==> config.mk <==
export PLATFORM = sky130hd
export DESIGN_NAME = tolerance_compare_error_indexer_flat
export DESIGN_NICKNAME = d
export VERILOG_FILES = /design/src/rtl/core/tci_pkg.sv /design/src/rtl/core/tci_stream_if.sv /design/src/rtl/core/tci_odometer.sv /design/src/rtl/core/tci_compare.sv /design/src/rtl/core/tolerance_compare_error_indexer.sv /design/src/flat_wrapper.sv
export VERILOG_INCLUDE_DIRS = /design/src /design/src/rtl/core
export SDC_FILE = /design/constraint.sdc
export NUM_CORES = 2
export LEC_CHECK = 0
export BUFFER_PORTS_ARGS = -buffer_cell sky130_fd_sc_hd__buf_2
export CAP_MARGIN = 20
export CORE_MARGIN = 2
export CORE_UTILIZATION = 58
export CTS_CLUSTER_SIZE = 28
export DETAILED_ROUTE_END_ITERATION = 10
export GPL_TIMING_DRIVEN = 0
export HOLD_SLACK_MARGIN = 0.1
export PLACE_DENSITY = 0.79
export SLEW_MARGIN = 5
export SYNTH_ARGS = -nofsm -noshare
export SYNTH_HDL_FRONTEND = slang
export SYNTH_SLANG_ARGS = --single-unit
==> constraint.sdc <==
create_clock -name clk -period 10.1 [get_ports clk]
set_input_delay 1.01 -clock clk [delete_from_list [all_inputs] [get_ports clk]]
set_output_delay 1.01 -clock clk [all_outputs]
set_load 0.05 [all_outputs]
==> src/rtl/core/tolerance_compare_error_indexer_macros.svh <==
// ----------------------------------------------------------------------------
// Tolerance compare error indexer: assertion macros
// Clocked assertions on clk, disabled while rst_n is low.
// ----------------------------------------------------------------------------
`ifndef TOLERANCE_COMPARE_ERROR_INDEXER_MACROS_SVH
`define TOLERANCE_COMPARE_ERROR_INDEXER_MACROS_SVH

// Property must hold at every clock edge out of reset.
`define TCI_ASSERT(name, prop, msg) \
    name: assert property (@(posedge clk) disable iff (!rst_n) prop) else $error(msg);

// Condition must never be true out of reset.
`define TCI_ASSERT_NEVER(name, cond, msg) \
    `TCI_ASSERT(name, !(cond), msg)

`endif

==> src/rtl/core/tci_pkg.sv <==
// ----------------------------------------------------------------------------
// tci_pkg
// Types, register codes and defaults for the tolerance compare error indexer.
// ----------------------------------------------------------------------------
package tci_pkg;

    localparam int NUM_EXTENTS  = 4;
    localparam int DEF_MAX_DIMS = 4;
    localparam int VALUE_W      = 32;
    localparam int TOL_W        = 32;
    localparam int COORD_W      = 16;
    localparam int COUNT_W      = 32;
    localparam int CFG_INDEX_W  = 3;
    localparam int CFG_DATA_W   = 32;

    localparam logic [CFG_INDEX_W-1:0] REG_ABS_TOL  = 3'd0;
    localparam logic [CFG_INDEX_W-1:0] REG_REL_TOL  = 3'd1;
    localparam logic [CFG_INDEX_W-1:0] REG_EXTENT_0 = 3'd2;
    localparam logic [CFG_INDEX_W-1:0] REG_EXTENT_1 = 3'd3;
    localparam logic [CFG_INDEX_W-1:0] REG_EXTENT_2 = 3'd4;
    localparam logic [CFG_INDEX_W-1:0] REG_EXTENT_3 = 3'd5;

    typedef logic [NUM_EXTENTS-1:0][COORD_W-1:0] coord_vec_t;

    typedef struct packed {
        logic signed [VALUE_W-1:0] test_value;
        logic signed [VALUE_W-1:0] ref_value;
        logic                      last;
    } in_item_t;

    typedef struct packed {
        logic                      is_error;
        logic [COORD_W-1:0]        coord_0;
        logic [COORD_W-1:0]        coord_1;
        logic [COORD_W-1:0]        coord_2;
        logic [COORD_W-1:0]        coord_3;
        logic signed [VALUE_W-1:0] echo_test;
        logic signed [VALUE_W-1:0] echo_ref;
        logic [COUNT_W-1:0]        error_total;
        logic                      end_of_array;
    } out_item_t;

    typedef struct packed {
        logic step;
        logic clear;
    } odo_cmd_t;

endpackage

==> src/rtl/core/tci_stream_if.sv <==
// ----------------------------------------------------------------------------
// tci_stream_if
// Valid/ready channel carrying one item of a chosen payload type.
// ----------------------------------------------------------------------------
interface tci_stream_if #(
    parameter type data_t = logic
);
    logic  valid;
    logic  ready;
    data_t data;

    modport source (output valid, output data, input ready);
    modport sink   (input valid, input data, output ready);
endinterface

==> src/rtl/core/tci_odometer.sv <==
// ----------------------------------------------------------------------------
// tci_odometer
// Row-major element coordinate counter over the configured extents.
// ----------------------------------------------------------------------------
module tci_odometer
    import tci_pkg::*;
#(
    parameter int MAX_DIMS = DEF_MAX_DIMS
)
(
    input  logic       clk,
    input  logic       rst_n,
    input  odo_cmd_t   cmd,
    input  coord_vec_t extent,
    output coord_vec_t coord
);

    localparam int ACTIVE_DIMS = (MAX_DIMS < NUM_EXTENTS) ? MAX_DIMS : NUM_EXTENTS;

    coord_vec_t coord_reg;
    coord_vec_t coord_next;

    always_comb
    begin
        logic               carry;
        logic               wrap;
        logic [COORD_W:0]   inc;
        carry      = cmd.step;
        coord_next = coord_reg;
        for (int i = 0; i < NUM_EXTENTS; i++)
        begin
            inc  = {1'b0, coord_reg[i]} + {{COORD_W{1'b0}}, 1'b1};
            // a coordinate at or past its extent (or a zero extent) wraps
            wrap = (inc >= {1'b0, extent[i]});
            if (i < ACTIVE_DIMS)
            begin
                if (carry)
                begin
                    coord_next[i] = wrap ? '0 : inc[COORD_W-1:0];
                end
                carry = carry & wrap;
            end
            else
            begin
                coord_next[i] = '0;
            end
        end
        if (cmd.clear)
        begin
            coord_next = '0;
        end
    end

    always_ff @(posedge clk or negedge rst_n)
    begin
        if (!rst_n)
        begin
            coord_reg <= '0;
        end
        else
        begin
            coord_reg <= coord_next;
        end
    end

    assign coord = coord_reg;

`include "tolerance_compare_error_indexer_macros.svh"

    `TCI_ASSERT(a_clear_zeroes, cmd.clear |=> coord_reg == '0, "odometer not cleared after last item")

endmodule

==> src/rtl/core/tci_compare.sv <==
// ----------------------------------------------------------------------------
// tci_compare
// Exact tolerance check |a-b| > abs_tol + rel_tol*|b| in Q32.32, two stages.
// ----------------------------------------------------------------------------
module tci_compare
    import tci_pkg::*;
(
    input  logic                      clk,
    input  logic                      load,
    input  logic signed [VALUE_W-1:0] test_value,
    input  logic signed [VALUE_W-1:0] ref_value,
    input  logic [TOL_W-1:0]          abs_tol,
    input  logic [TOL_W-1:0]          rel_tol,
    output logic                      is_error
);

    localparam int WIDE_W = 2 * TOL_W;

    logic [VALUE_W-1:0]  ref_mag;
    logic [VALUE_W:0]    diff_raw;
    logic [VALUE_W:0]    diff_mag;
    logic [WIDE_W-1:0]   prod;
    logic [WIDE_W-1:0]   prod_reg;
    logic [VALUE_W:0]    diff_reg;
    logic [WIDE_W-1:0]   bound;
    logic [WIDE_W-1:0]   diff_wide;

    // first stage: magnitudes and the relative term
    always_comb
    begin
        ref_mag  = ref_value[VALUE_W-1] ? ({VALUE_W{1'b0}} - ref_value) : ref_value;
        diff_raw = {test_value[VALUE_W-1], test_value} - {ref_value[VALUE_W-1], ref_value};
        diff_mag = diff_raw[VALUE_W] ? ({(VALUE_W+1){1'b0}} - diff_raw) : diff_raw;
        prod     = {{(WIDE_W-TOL_W){1'b0}}, rel_tol} * {{(WIDE_W-VALUE_W){1'b0}}, ref_mag};
    end

    always_ff @(posedge clk)
    begin
        if (load)
        begin
            prod_reg <= prod;
            diff_reg <= diff_mag;
        end
    end

    // second stage: bound and compare, both in Q32.32
    always_comb
    begin
        bound     = {16'd0, abs_tol, 16'd0} + prod_reg;
        diff_wide = {{(WIDE_W-VALUE_W-17){1'b0}}, diff_reg, 16'd0};
        is_error  = (diff_wide > bound);
    end

endmodule

==> src/rtl/core/tolerance_compare_error_indexer.sv <==
// ----------------------------------------------------------------------------
// tolerance_compare_error_indexer
// Flags element pairs outside an absolute/relative tolerance, tags each with
// its array coordinate and keeps a running, saturating mismatch count.
// ----------------------------------------------------------------------------
//  channel  | dir | payload                                  | handshake
//  ---------+-----+------------------------------------------+-------------
//  in_ch    | in  | test_value, ref_value, last              | valid/ready
//  out_ch   | out | is_error, coord_0..3, echo_test/ref,     | valid/ready
//           |     | error_total, end_of_array                |
//  cfg      | in  | cfg_index, cfg_data                      | cfg_we only
//
//  One item per cycle sustained while out_ch is ready; a result appears once its item
//  has passed the input register, multiplier register and result register.
//  The 32x32 multiply and the 64-bit bound compare each take one stage.
//  in_ch.ready is low only when all three registers are full and out_ch stalls.
//  Reset clears coordinates, mismatch count and tolerances; extents reset to 1.
// ----------------------------------------------------------------------------
module tolerance_compare_error_indexer
    import tci_pkg::*;
#(
    parameter int MAX_DIMS = DEF_MAX_DIMS
)
(
    input  logic                   clk,
    input  logic                   rst_n,
    input  logic                   cfg_we,
    input  logic [CFG_INDEX_W-1:0] cfg_index,
    input  logic [CFG_DATA_W-1:0]  cfg_data,
    tci_stream_if.sink             in_ch,
    tci_stream_if.source           out_ch
);

    // configuration
    logic [TOL_W-1:0] abs_tol_reg;
    logic [TOL_W-1:0] rel_tol_reg;
    coord_vec_t       extent_reg;

    always_ff @(posedge clk or negedge rst_n)
    begin
        if (!rst_n)
        begin
            abs_tol_reg <= '0;
            rel_tol_reg <= '0;
            for (int i = 0; i < NUM_EXTENTS; i++)
            begin
                extent_reg[i] <= {{(COORD_W-1){1'b0}}, 1'b1};
            end
        end
        else if (cfg_we)
        begin
            unique case (cfg_index)
                REG_ABS_TOL:  abs_tol_reg   <= cfg_data[TOL_W-1:0];
                REG_REL_TOL:  rel_tol_reg   <= cfg_data[TOL_W-1:0];
                REG_EXTENT_0: extent_reg[0] <= cfg_data[COORD_W-1:0];
                REG_EXTENT_1: extent_reg[1] <= cfg_data[COORD_W-1:0];
                REG_EXTENT_2: extent_reg[2] <= cfg_data[COORD_W-1:0];
                REG_EXTENT_3: extent_reg[3] <= cfg_data[COORD_W-1:0];
                default: ;
            endcase
        end
    end

    // pipeline flow control
    logic in_valid_reg,  in_valid_next;
    logic mid_valid_reg, mid_valid_next;
    logic out_valid_reg, out_valid_next;
    logic out_free, mid_free, in_free;
    logic in_accept, mid_load, out_load;

    always_comb
    begin
        out_free  = !out_valid_reg || out_ch.ready;
        out_load  = mid_valid_reg && out_free;
        mid_free  = !mid_valid_reg || out_free;
        mid_load  = in_valid_reg && mid_free;
        in_free   = !in_valid_reg || mid_free;
        in_accept = in_ch.valid && in_free;

        in_valid_next  = in_accept ? 1'b1 : (mid_load ? 1'b0 : in_valid_reg);
        mid_valid_next = mid_load  ? 1'b1 : (out_load ? 1'b0 : mid_valid_reg);
        out_valid_next = out_load  ? 1'b1 : (out_ch.ready ? 1'b0 : out_valid_reg);
    end

    assign in_ch.ready = in_free;

    // coordinates are taken at acceptance, then the odometer steps or clears
    odo_cmd_t   odo_cmd;
    coord_vec_t coord_now;

    assign odo_cmd.step  = in_accept && !in_ch.data.last;
    assign odo_cmd.clear = in_accept && in_ch.data.last;

    tci_odometer #(
        .MAX_DIMS (MAX_DIMS)
    ) u_odometer (
        .clk    (clk),
        .rst_n  (rst_n),
        .cmd    (odo_cmd),
        .extent (extent_reg),
        .coord  (coord_now)
    );

    // payload registers
    in_item_t   in_data_reg;
    coord_vec_t in_coord_reg;
    in_item_t   mid_data_reg;
    coord_vec_t mid_coord_reg;
    out_item_t  out_data_reg;

    always_ff @(posedge clk)
    begin
        if (in_accept)
        begin
            in_data_reg  <= in_ch.data;
            in_coord_reg <= coord_now;
        end
        if (mid_load)
        begin
            mid_data_reg  <= in_data_reg;
            mid_coord_reg <= in_coord_reg;
        end
    end

    logic cmp_error;

    tci_compare u_compare (
        .clk        (clk),
        .load       (mid_load),
        .test_value (in_data_reg.test_value),
        .ref_value  (in_data_reg.ref_value),
        .abs_tol    (abs_tol_reg),
        .rel_tol    (rel_tol_reg),
        .is_error   (cmp_error)
    );

    // mismatch count, updated in item order at the result register
    logic [COUNT_W-1:0] count_reg, count_next;
    logic [COUNT_W-1:0] total;

    always_comb
    begin
        total      = (cmp_error && (count_reg != '1)) ? (count_reg + 1'b1) : count_reg;
        count_next = count_reg;
        if (out_load)
        begin
            count_next = mid_data_reg.last ? '0 : total;
        end
    end

    always_ff @(posedge clk)
    begin
        if (out_load)
        begin
            out_data_reg.is_error     <= cmp_error;
            out_data_reg.coord_0      <= mid_coord_reg[0];
            out_data_reg.coord_1      <= mid_coord_reg[1];
            out_data_reg.coord_2      <= mid_coord_reg[2];
            out_data_reg.coord_3      <= mid_coord_reg[3];
            out_data_reg.echo_test    <= mid_data_reg.test_value;
            out_data_reg.echo_ref     <= mid_data_reg.ref_value;
            out_data_reg.error_total  <= total;
            out_data_reg.end_of_array <= mid_data_reg.last;
        end
    end

    always_ff @(posedge clk or negedge rst_n)
    begin
        if (!rst_n)
        begin
            in_valid_reg  <= 1'b0;
            mid_valid_reg <= 1'b0;
            out_valid_reg <= 1'b0;
            count_reg     <= '0;
        end
        else
        begin
            in_valid_reg  <= in_valid_next;
            mid_valid_reg <= mid_valid_next;
            out_valid_reg <= out_valid_next;
            count_reg     <= count_next;
        end
    end

    assign out_ch.valid = out_valid_reg;
    assign out_ch.data  = out_data_reg;

`include "tolerance_compare_error_indexer_macros.svh"

    `TCI_ASSERT(a_in_kept, in_valid_reg && !mid_load |=> in_valid_reg, "input stage item lost")
    `TCI_ASSERT(a_mid_kept, mid_valid_reg && !out_load |=> mid_valid_reg && $stable(mid_data_reg), "middle stage item lost or changed")
    `TCI_ASSERT(a_count_cleared, out_load && mid_data_reg.last |=> count_reg == '0, "count not cleared after last item")
    `TCI_ASSERT_NEVER(a_error_uncounted, out_ch.valid && out_ch.data.is_error && (out_ch.data.error_total == '0), "mismatch shown with zero total")

endmodule

==> src/flat_wrapper.sv <==
// flat-port wrapper written by rule: the top's interface ports become plain ports
module tolerance_compare_error_indexer_flat import tci_pkg::*;
#(
    parameter int MAX_DIMS = DEF_MAX_DIMS
)
  (clk, rst_n, cfg_we, cfg_index, cfg_data, in_ch_valid, in_ch_data, in_ch_ready, out_ch_valid, out_ch_data, out_ch_ready);
  tci_stream_if #(.data_t(in_item_t)) in_ch_i ();
  tci_stream_if #(.data_t(out_item_t)) out_ch_i ();
  input  logic clk;
  input  logic rst_n;
  input  logic cfg_we;
  input  logic [CFG_INDEX_W-1:0] cfg_index;
  input  logic [CFG_DATA_W-1:0] cfg_data;
  input wire logic [$bits(in_ch_i.valid)-1:0] in_ch_valid;
  input wire logic [$bits(in_ch_i.data)-1:0] in_ch_data;
  output wire logic [$bits(in_ch_i.ready)-1:0] in_ch_ready;
  output wire logic [$bits(out_ch_i.valid)-1:0] out_ch_valid;
  output wire logic [$bits(out_ch_i.data)-1:0] out_ch_data;
  input wire logic [$bits(out_ch_i.ready)-1:0] out_ch_ready;
  assign in_ch_i.valid = in_ch_valid;
  assign in_ch_i.data = in_ch_data;
  assign in_ch_ready = in_ch_i.ready;
  assign out_ch_valid = out_ch_i.valid;
  assign out_ch_data = out_ch_i.data;
  assign out_ch_i.ready = out_ch_ready;
  tolerance_compare_error_indexer #(.MAX_DIMS(MAX_DIMS)) u_core (.clk(clk), .rst_n(rst_n), .cfg_we(cfg_we), .cfg_index(cfg_index), .cfg_data(cfg_data), .in_ch(in_ch_i), .out_ch(out_ch_i));
endmodule
==> impl_metrics.ini <==
[drt]
final_antenna_net_count = 0
drt-vias-per-instance = 6.07
via_count = 51500
wl_um = 215000
dr.first_iter.drc_count = 5589
routedWlPerCell_um = 25.4
drtPass1Iterations = 7
drcViolationCount = 0

[cells_and_area]
area_growth_syn_to_layout_pct = 12.8
nets = 8317
seqCellArea_mm2 = 0.0212
design_area_mm2 = 0.0761
instances_no_fill = 8484
largest_reg_flops = 162
fin_util = 0.658
nFillCells = 8645
drive_gt1_frac = 0.126
multiInputGateArea_mm2 = 0.0421

[clock_tree]
cts.path.max_buffers = 3
path_clk_slew_ns = 0.08
clock_sinks = 744
cts-buffers-inserted = 75
hold_buffers = 0
tritoncts = built
clockRootBuffer = clkbuf_16
cts.htree.levels = 3
clkLatencyLatePin_ns = 0.68

[sta]
post-route-period-util = 1.03
clock.fmax_ghz = 0.0958
hold_slack_ns = 0.178
relSlewSlack = 0.101
setup_ws_ns = -0.337
setup_viol = 20
hold_viol = 0
rsz0062_at_grt = yes
worst_slew_pin_slew_ns = 1.35
skew_ns = 0.0689
period_needed_ns = 10.44
finalMaxSlewViolations = 0

[synth]
yosysMostFrequentCell = inv_1
yosys-top-cells-count = 1104 x inv_1, 898 x fa_1, 774 x nand2_1
ys.flop_type = edfxtp_1
synth-async-reset-ratio = 0.305
yosys.area.top_type_share = 0.267
synthTopCellsByArea = fa_1 27%, edfxtp_1 23%, dfrtp_1 8.3%, ha_1 8.0%, inv_1 6.1%
synth_top_area_cell = fa_1
yosys_warnings = 0
synth_cell_types = 96
syn_avg_cell_area_um2 = 10.5
synth_cells = 6442
ys_seq_elements = 744
synth_nets = 7876
synth_edf_count = 517
syn_area_mm2 = 0.0674
yosysSeqAreaShare = 0.314

[setup_path]
critical_path.max_fanout = 6
setup.worst_path.start_class = register
cp-end-kind = register
worstReg2RegEnd = u_core.u_compare.prod_reg[50]
required_ns = 10.50
crit_buf_inv = 7
worst_ep_arrival_time_ns = 10.83
path_class = register to register
critical_path.top_delay_family = adder cells
max_stage_delay_ns = 0.62
regToRegSetupSlack_ns = -0.34
ff2ff_path_depth = 35
crit_top_cell = fa_1
rr_startpoint = u_core.in_data_reg[1]
crit_slowest_cell = fa_2

[global_routing]
grt-busiest-layer = met2
met2_usage = 0.551
grt_pass1_vias = 52600
antenna_found_initial = 36
grt_max_degree = 108
track_usage = 0.359
grt_pass1_wl_um = 320000
gr-total-overflow = 0
met1_usage = 0.457
grt_use_met3 = 0.111

[hold_path]
min_path_type = input pin to asynchronous set/reset pin

[placed_design]
routabilityCongestion = 1.04
dp.final_hpwl_um = 162000
portBuffers = 268
placed_cells = 8247
placed_cell_area_mm2 = 0.0711

[floorplanning]
die_h_um = 345
core_area_mm2 = 0.116
initial_core_util = 0.583
rows = 125
dieArea_mm2 = 0.119
io_pins = 269
die_x_um = 345

[flow_run]
cap_violations = 0

[run_status]
outcome = finished with violations
violations = setup timing
-- layout make-up --
class / instances / share of cell area
Antenna cell: 15 / 0.000493
Buffer: 272 / 0.0192
Clock buffer: 94 / 0.0268
Clock inverter: 45 / 0.00899
Inverter: 1106 / 0.0547
Multi-Input combinational cell: 4309 / 0.554
Sequential cell: 744 / 0.279
Tap cell: 1524 / 0.0251
Timing Repair Buffer: 375 / 0.0323
-- metal layers --
metal,vias up,wire [µm]
met1,25600,78500
li1,21700,-
met3,916,26600
met5,-,115
met4,10,14700
met2,3286,95400
-- cell usage in the layout, fill, tap and decap left out, drive strengths merged, types with 99 or more instances in the layout --
cell / netlist / layout
edfxtp: 517 / 517
inv: 1104 / 1108
o21ai: 211 / 211
ha: 431 / 431
a21oi: 173 / 173
mux2: 99 / 99
and2: 463 / 463
buf: 25 / 428
xnor2: 180 / 180
a21o: 113 / 113
fa: 898 / 898
dfrtp: 223 / 223
clkbuf: 258 / 313
nor2: 162 / 162
nand2: 775 / 775
-- cells by family after synthesis --
| group | after synthesis | synth area share |
|---|---|---|
| and+or+nand+nor | 1877 | 0.139 |
| buffers and inverters | 1389 | 0.0782 |
| adders and majority gates | 1329 | 0.347 |
| DFF | 744 | 0.314 |
| AOI/OAI and AO/OA | 734 | 0.0697 |
| xor gates and xnor gates | 263 | 0.0342 |
| muxes | 106 | 0.0176 |
-- worst max-delay path by stage --
stage | cells after the start | to | slack (ns) | startpoint
5_1_grt | 34 | u_core.u_compare.prod_reg[50] | -0.48 | u_core.in_data_reg[6]
3_3_place_gp | 33 | u_core.u_compare.prod_reg[62] | -2.27 | u_core.in_data_reg[1]
6_report | 35 | u_core.u_compare.prod_reg[50] | -0.34 | u_core.in_data_reg[1]
4_1_cts | 33 | u_core.u_compare.prod_reg[50] | -0.03 | u_core.in_data_reg[1]
2_1_floorplan | 37 | u_core.u_compare.prod_reg[62] | 0.70 | u_core.in_data_reg[1]
3_5_place_dp | 33 | u_core.u_compare.prod_reg[62] | -2.05 | u_core.in_data_reg[1]
-- timing repair --
| item | 4_1_cts | 5_1_grt |
|---|---|---|
| pin swaps | 54 | 49 |
| setup endpoints to repair | 40 | 30 |
| setup buffers | 51 | 41 |
| gates resized for setup | 241 | 171 |
-- metrics by stage --
stage | TNS, ns | setup slack [ns]
CTS | -0.0480 | -0.0258
finish | -3.31 | -0.337
floorplan | 0 | 0.704
global placement | -56.20 | -2.27
detailed placement | -47.73 | -2.05
global route | -6.30 | -0.479
Power is left out: the tool's default activity adds up to more than one toggle a clock period on the data nets, which glitch-free logic cannot reach.
